`config.mk`:
```
export PLATFORM = sky130hd
export DESIGN_NAME = ptt_ctrl
export DESIGN_NICKNAME = d
export VERILOG_FILES = /design/src/hw/rtl/push_to_talk_voice_controller_core_macros.svh /design/src/hw/rtl/ptt_pkg.sv /design/src/hw/rtl/ptt_ctrl.sv
export SDC_FILE = /design/constraint.sdc
export NUM_CORES = 1
export LEC_CHECK = 0
export BUFFER_PORTS_ARGS = -buffer_cell sky130_fd_sc_hd__buf_2
export CAP_MARGIN = 5
export CORE_MARGIN = 2
export CORE_UTILIZATION = 53
export DETAILED_ROUTE_END_ITERATION = 6
export GPL_ROUTABILITY_DRIVEN = 0
export PLACE_DENSITY_LB_ADDON = 0.25
export SETUP_SLACK_MARGIN = 0.02
export SYNTH_ARGS = -nofsm -noshare
export SYNTH_HDL_FRONTEND = slang
export SYNTH_SLANG_ARGS = --single-unit
```
`constraint.sdc`:
```
create_clock -name clock -period 2.25 [get_ports clock]
set_input_delay 0.45 -clock clock [delete_from_list [all_inputs] [get_ports clock]]
set_output_delay 0.45 -clock clock [all_outputs]
set_load 0.01 [all_outputs]
```
`src/hw/rtl/push_to_talk_voice_controller_core_macros.svh`:
```
// ----------------------------------------------------------------------------
// Push-to-talk controller assertion macros
// Shared same-cycle and next-cycle implication assertion forms.
// ----------------------------------------------------------------------------
`ifndef PUSH_TO_TALK_VOICE_CONTROLLER_CORE_MACROS_SVH
`define PUSH_TO_TALK_VOICE_CONTROLLER_CORE_MACROS_SVH

// same-cycle implication
`define PTT_ASSERT_IMP(label, clk, rst, ante, cons) \
   label: assert property (@(posedge clk) disable iff (rst) (ante) |-> (cons)) \
      else $error("ptt assertion failed");

// next-cycle implication
`define PTT_ASSERT_NXT(label, clk, rst, ante, cons) \
   label: assert property (@(posedge clk) disable iff (rst) (ante) |=> (cons)) \
      else $error("ptt assertion failed");

`endif

```
`src/hw/rtl/ptt_pkg.sv`:
```
// ----------------------------------------------------------------------------
// Push-to-talk controller package
// Mode codes, operation codes, register indexes and control structs.
// ----------------------------------------------------------------------------
package ptt_pkg;

   typedef enum logic [2:0] {
      MODE_IDLE       = 3'd0,
      MODE_CONNECTING = 3'd1,
      MODE_READY      = 3'd2,
      MODE_LISTENING  = 3'd3,
      MODE_PROCESSING = 3'd4,
      MODE_SPEAKING   = 3'd5
   } mode_type;

   localparam logic [2:0] OP_TICK  = 3'd0;
   localparam logic [2:0] OP_AUDIO = 3'd1;
   localparam logic [2:0] OP_SPEAK = 3'd2;
   localparam logic [2:0] OP_DONE  = 3'd3;
   localparam logic [2:0] OP_ERROR = 3'd4;

   localparam int CSR_INDEX_W = 1;
   localparam int CSR_DATA_W  = 32;
   localparam logic [CSR_INDEX_W-1:0] CSR_DEBOUNCE = 1'd0;
   localparam logic [CSR_INDEX_W-1:0] CSR_TIMEOUT  = 1'd1;

   localparam logic [15:0] DEBOUNCE_RESET = 16'd50;
   localparam logic [31:0] TIMEOUT_RESET  = 32'd30000;

   typedef struct packed {
      mode_type mode;
      logic     mode_changed;
      logic     request_connect;
      logic     send_config;
      logic     send_end_audio;
      logic     capture_enable;
   } meta_type;

   typedef struct packed {
      logic     item_load;
      logic     ring_clear;
      logic     ring_put;
      logic     ring_take;
      logic     lo_capture;
      logic     set_change;
      logic     set_release;
      logic     out_load;
      logic     out_sample_valid;
      logic     out_last;
      meta_type meta;
   } cmd_type;

   typedef struct packed {
      logic [2:0] op;
      logic       wifi;
      logic       link;
      logic       btn;
      logic       muted;
      logic       deb_ok;
      logic       to_ok;
      logic       fill_zero;
      logic       rem_zero;
      logic       out_free;
   } stat_type;

endpackage

```
`src/hw/rtl/ptt_ctrl.sv`:
```
// ----------------------------------------------------------------------------
// Push-to-talk controller sequencer
// Owns the link mode, button and reply flags; sequences each word.
// ----------------------------------------------------------------------------
module ptt_ctrl #(
   parameter int CHUNK_SAMPLES = 32,
   localparam int SW = $clog2(CHUNK_SAMPLES + 1)
) (
   input  logic               clock,
   input  logic               reset,
   input  logic               req_valid,
   output logic               req_ready,
   input  ptt_pkg::stat_type  stat,
   input  logic [SW-1:0]      samples,
   output ptt_pkg::cmd_type   cmd
);

   typedef enum logic [2:0] {
      ST_IDLE, ST_EVAL, ST_OUT, ST_RD_LO, ST_RD_HI, ST_EMIT
   } seq_type;

   seq_type            state_ff, state_in;
   ptt_pkg::mode_type  mode_ff, mode_in;
   logic               held_ff, held_in;
   logic               await_ff, await_in;
   ptt_pkg::meta_type  meta_ff, meta_in;
   logic [SW-1:0]      cnt_ff, cnt_in;

   assign req_ready = (state_ff == ST_IDLE);

   always_comb begin
      state_in = state_ff;
      mode_in  = mode_ff;
      held_in  = held_ff;
      await_in = await_ff;
      meta_in  = meta_ff;
      cnt_in   = cnt_ff;
      cmd      = '0;
      cmd.meta = meta_ff;
      case (state_ff)
         ST_IDLE: begin
            if (req_valid) begin
               cmd.item_load = 1'b1;
               state_in      = ST_EVAL;
            end
         end
         ST_EVAL: begin
            meta_in  = '0;
            state_in = ST_OUT;
            case (stat.op)
               ptt_pkg::OP_TICK: begin
                  case (mode_ff)
                     ptt_pkg::MODE_IDLE: begin
                        if (stat.wifi) begin
                           mode_in                 = ptt_pkg::MODE_CONNECTING;
                           meta_in.request_connect = 1'b1;
                        end
                     end
                     ptt_pkg::MODE_CONNECTING: begin
                        if (stat.link) begin
                           mode_in             = ptt_pkg::MODE_READY;
                           meta_in.send_config = 1'b1;
                        end
                        if (!stat.wifi) mode_in = ptt_pkg::MODE_IDLE;
                     end
                     ptt_pkg::MODE_READY: begin
                        if (stat.btn && !held_ff && stat.deb_ok) begin
                           held_in        = 1'b1;
                           cmd.set_change = 1'b1;
                           cmd.ring_clear = 1'b1;
                           mode_in        = ptt_pkg::MODE_LISTENING;
                        end
                        if (!stat.btn && held_ff) begin
                           held_in        = 1'b0;
                           cmd.set_change = 1'b1;
                        end
                        if (!stat.link) mode_in = ptt_pkg::MODE_CONNECTING;
                     end
                     ptt_pkg::MODE_LISTENING: begin
                        meta_in.capture_enable = !stat.muted;
                        if (!stat.btn && stat.deb_ok) begin
                           held_in                = 1'b0;
                           await_in               = 1'b1;
                           cmd.set_change         = 1'b1;
                           cmd.set_release        = 1'b1;
                           meta_in.send_end_audio = 1'b1;
                           mode_in                = ptt_pkg::MODE_PROCESSING;
                        end
                     end
                     ptt_pkg::MODE_PROCESSING: begin
                        if (await_ff && stat.to_ok) begin
                           await_in = 1'b0;
                           mode_in  = ptt_pkg::MODE_READY;
                        end
                        if (!stat.link) begin
                           await_in = 1'b0;
                           mode_in  = ptt_pkg::MODE_CONNECTING;
                        end
                     end
                     ptt_pkg::MODE_SPEAKING: begin
                        if (stat.rem_zero && !await_ff) mode_in = ptt_pkg::MODE_READY;
                        if (samples != '0) begin
                           cnt_in   = samples;
                           state_in = ST_RD_LO;
                        end
                     end
                     default: ;
                  endcase
               end
               ptt_pkg::OP_AUDIO: cmd.ring_put = 1'b1;
               ptt_pkg::OP_SPEAK: mode_in = ptt_pkg::MODE_SPEAKING;
               ptt_pkg::OP_DONE: begin
                  await_in = 1'b0;
                  if (stat.fill_zero) mode_in = ptt_pkg::MODE_READY;
               end
               ptt_pkg::OP_ERROR: begin
                  mode_in = stat.link ? ptt_pkg::MODE_READY : ptt_pkg::MODE_CONNECTING;
               end
               default: ;
            endcase
            meta_in.mode         = mode_in;
            meta_in.mode_changed = (mode_in != mode_ff);
         end
         ST_OUT: begin
            if (stat.out_free) begin
               cmd.out_load = 1'b1;
               cmd.out_last = 1'b1;
               state_in     = ST_IDLE;
            end
         end
         ST_RD_LO: begin
            cmd.ring_take = 1'b1;
            state_in      = ST_RD_HI;
         end
         ST_RD_HI: begin
            cmd.ring_take  = 1'b1;
            cmd.lo_capture = 1'b1;
            state_in       = ST_EMIT;
         end
         ST_EMIT: begin
            if (stat.out_free) begin
               cmd.out_load         = 1'b1;
               cmd.out_sample_valid = 1'b1;
               cmd.out_last         = (cnt_ff == SW'(1));
               cnt_in               = cnt_ff - SW'(1);
               state_in             = (cnt_ff == SW'(1)) ? ST_IDLE : ST_RD_LO;
            end
         end
         default: state_in = ST_IDLE;
      endcase
   end

   always_ff @(posedge clock) begin
      if (reset) begin
         state_ff <= ST_IDLE;
         mode_ff  <= ptt_pkg::MODE_IDLE;
         held_ff  <= 1'b0;
         await_ff <= 1'b0;
         meta_ff  <= '0;
         cnt_ff   <= '0;
      end else begin
         state_ff <= state_in;
         mode_ff  <= mode_in;
         held_ff  <= held_in;
         await_ff <= await_in;
         meta_ff  <= meta_in;
         cnt_ff   <= cnt_in;
      end
   end

endmodule

```
==> impl_metrics.ini <==
[cts]
cts_setup_buffers = 0
cts-root-buf = clkbuf_4
cts-resized-gates = 1
cts_tree = built
cts.sinks = 19
path_clk_slew_ns = 0.12
clk_latency_ns = 0.31
htree_levels = 1
cts_max_path_buffers = 2
numCtsBuffers = 3
postCtsHoldBufs = 0

[worst_setup_path]
cp_data_required_time_ns = 1.80
path_depth = 3
end_kind = output port
r2r_start = cmd[7]
crit_start = state_ff[2]
cp.arrival_ns = 1.68
cp_num_buf_inv = 1
reg2reg_slack_ns = 0.21
ff2ff_path_depth = 6
cp-endpoint = cmd[15]
r2r_end = cmd[4]
path_class = reg -> out
max_stage_delay_ns = 0.58
slowest_stage = or3b_1
crit_fanout = 11
path_cells = or3b_1, nor3_1, buf_2
crit_family = simple AND/OR/NAND/NOR gates
cp-start-kind = flop

[placed_design]
io_buffers = 39
dp_hpwl_mm = 2.961
place_area_um2 = 1752
pre_cts_ws_ns = 0.2143
dp_cells = 280

[final_layout]
syn_to_final_growth_pct = 13.74
fin_util = 0.6406
diodes = 0
instances_no_fill = 284
mostFrequentLayoutCells = 39 x buf_2, 30 x nor2_1, 24 x nand2_1, 17 x dfxtp_1, 15 x a21oi_1
fillers = 278
mostFrequentLayoutCell = buf_2
post-route-cell-area_um2 = 1782
drive_gt1_frac = 0.2530
finalNetCount = 277

[synthesis]
ys_ff_latch = 19
ys_types = 61
synthCells = 220
ys_seq_area_frac = 0.2428
synth_edf_count = 0
syn-num-nets = 243
yosys_warnings = 0
async_flop_share = 0
synth_area_um2 = 1567
avgSynthCellArea_um2 = 7.120
synthFlopType = dfxtp_1

[grt]
antenna_found_initial = 0
grt_pass1_vias = 1492
grt_max_degree = 20
gr-total-overflow = 0
grt_pass1_wl_mm = 6.796
grt_usage = 0.2538

[route]
via_count = 1755
drc = 0
drtIter0Drc = 105
routed_wirelength_mm = 4.006
first_pass_iters = 4
ant_nets = 0
wl_per_cell_um = 14.11
avgViaCountPerCell = 6.180

[power_and_ir_drop]
pwr-share-comb = 0.266
power_density_nw_per_um2 = 428.5
finalPower_mw = 0.7634
intPower_mw = 0.5020
p_switching_mw = 0.2615
clkPwrFrac = 0.240
switching_share = 0.3425
seq_power_share = 0.494
leakage_nw = 0.7192
ir_worst_vdd_mv = 0.3733

[sta]
max_slew_margin = 0.6363
final_hold_viol_count = 0
post-route-period-util = 0.9485
setup_violations = 0
timing.fmax_mhz = 468.6
maxSlewViolCount = 0
rsz0062_at_grt = no
layout_min_cycle_time_ns = 2.134
fin_skew_ns = 0.002989
tightest_slew_ns = 0.5447
whs_ns = 0.4273
final.setup.worst_slack_ns = 0.1159
setup_tns_ns = 0

[worst_hold_path]
hp-start = stat[6]
hold_class = in -> reg

[die]
dieHeight_um = 58.37
die-area_um2 = 3406
io_pins = 40
core.rowCount = 19
die_x_um = 58.37
start_util = 0.5632
core_um2 = 2781

[outcome]
status = finished, final reports clean

[job]
cap_violations = 0
## power groups by stage
stage,clock network [mW],logic (mW),registers [mW]
3_5_place_dp,0,0.200,0.383
3_3_place_gp,0,0.198,0.383
4_1_cts,0.188,0.202,0.375
6_report,0.183,0.203,0.377
2_1_floorplan,0,0.152,0.365
5_1_grt,0.194,0.227,0.381
## worst reg2reg max path: cells and delay by family (launching register included)
kind | cells | cell delay [ns]
AOI/OAI and AO/OA | 3 | 0.53
DFF | 1 | 0.68
and+or+nand+nor | 3 | 0.74
## registers in the layout, summed over array words and instances (netlist names)
name and cells:
held_ff 1, cnt_ff 6, state_ff 3, cmd 8, await_ff 1
## synth_stat cells (all sizes together) (3+ instances only)
library cell,n,area share
nor2,31,0.076
nand2,25,0.065
dfxtp,19,0.24
a21oi,15,0.048
o21ai,15,0.048
nor3,14,0.052
inv,10,0.024
buf,9,0.034
nand2b,7,0.030
nand3,7,0.022
clkbuf,6,0.021
nand3b,4,0.019
a211oi,3,0.018
a221oi,3,0.017
a22oi,3,0.014
a311oi,3,0.017
o41ai,3,0.017
## how the worst min path moves through the flow
stage,slack [ns],cells past startpoint,end
floorplan,0.47,2,cmd[2]
global placement,0.44,2,cmd[2]
detailed placement,0.45,2,cmd[2]
CTS,0.42,3,cmd[3]
global route,0.45,3,cmd[3]
finish,0.43,3,held_ff
## kinds of logic (layout without fill, tap and decap cells)
family,Yosys count,after routing,synth area share
simple gates,108,108,0.3658
mux,1,1,0.006390
flops,19,19,0.2428
buf+inv,25,58,0.07907
compound gates,65,65,0.2900
fa+ha+maj,2,2,0.01597
## metal layers
layer / track usage / up-vias / wire length (um)
met5: 0 / - / 0
met4: 0.07973 / 0 / 48
met3: 0.04176 / 7 / 280
met2: 0.3852 / 71 / 1785
met1: 0.3676 / 813 / 1892
li1: - / 864 / -
## final cells by class
cell class / instances / area, um^2 / area share
well taps: 31 / 38.79 / 0.02177
repair buffers: 44 / 232.7 / 0.1306
multi-input cells: 176 / 1062 / 0.5962
inverters: 10 / 37.54 / 0.02107
clock buffers: 3 / 22.52 / 0.01264
flip-flops and latches: 19 / 382.9 / 0.2149
clock inverters: 1 / 5.005 / 0.002809
No activity file was read; power rests on OpenSTA's default activity.
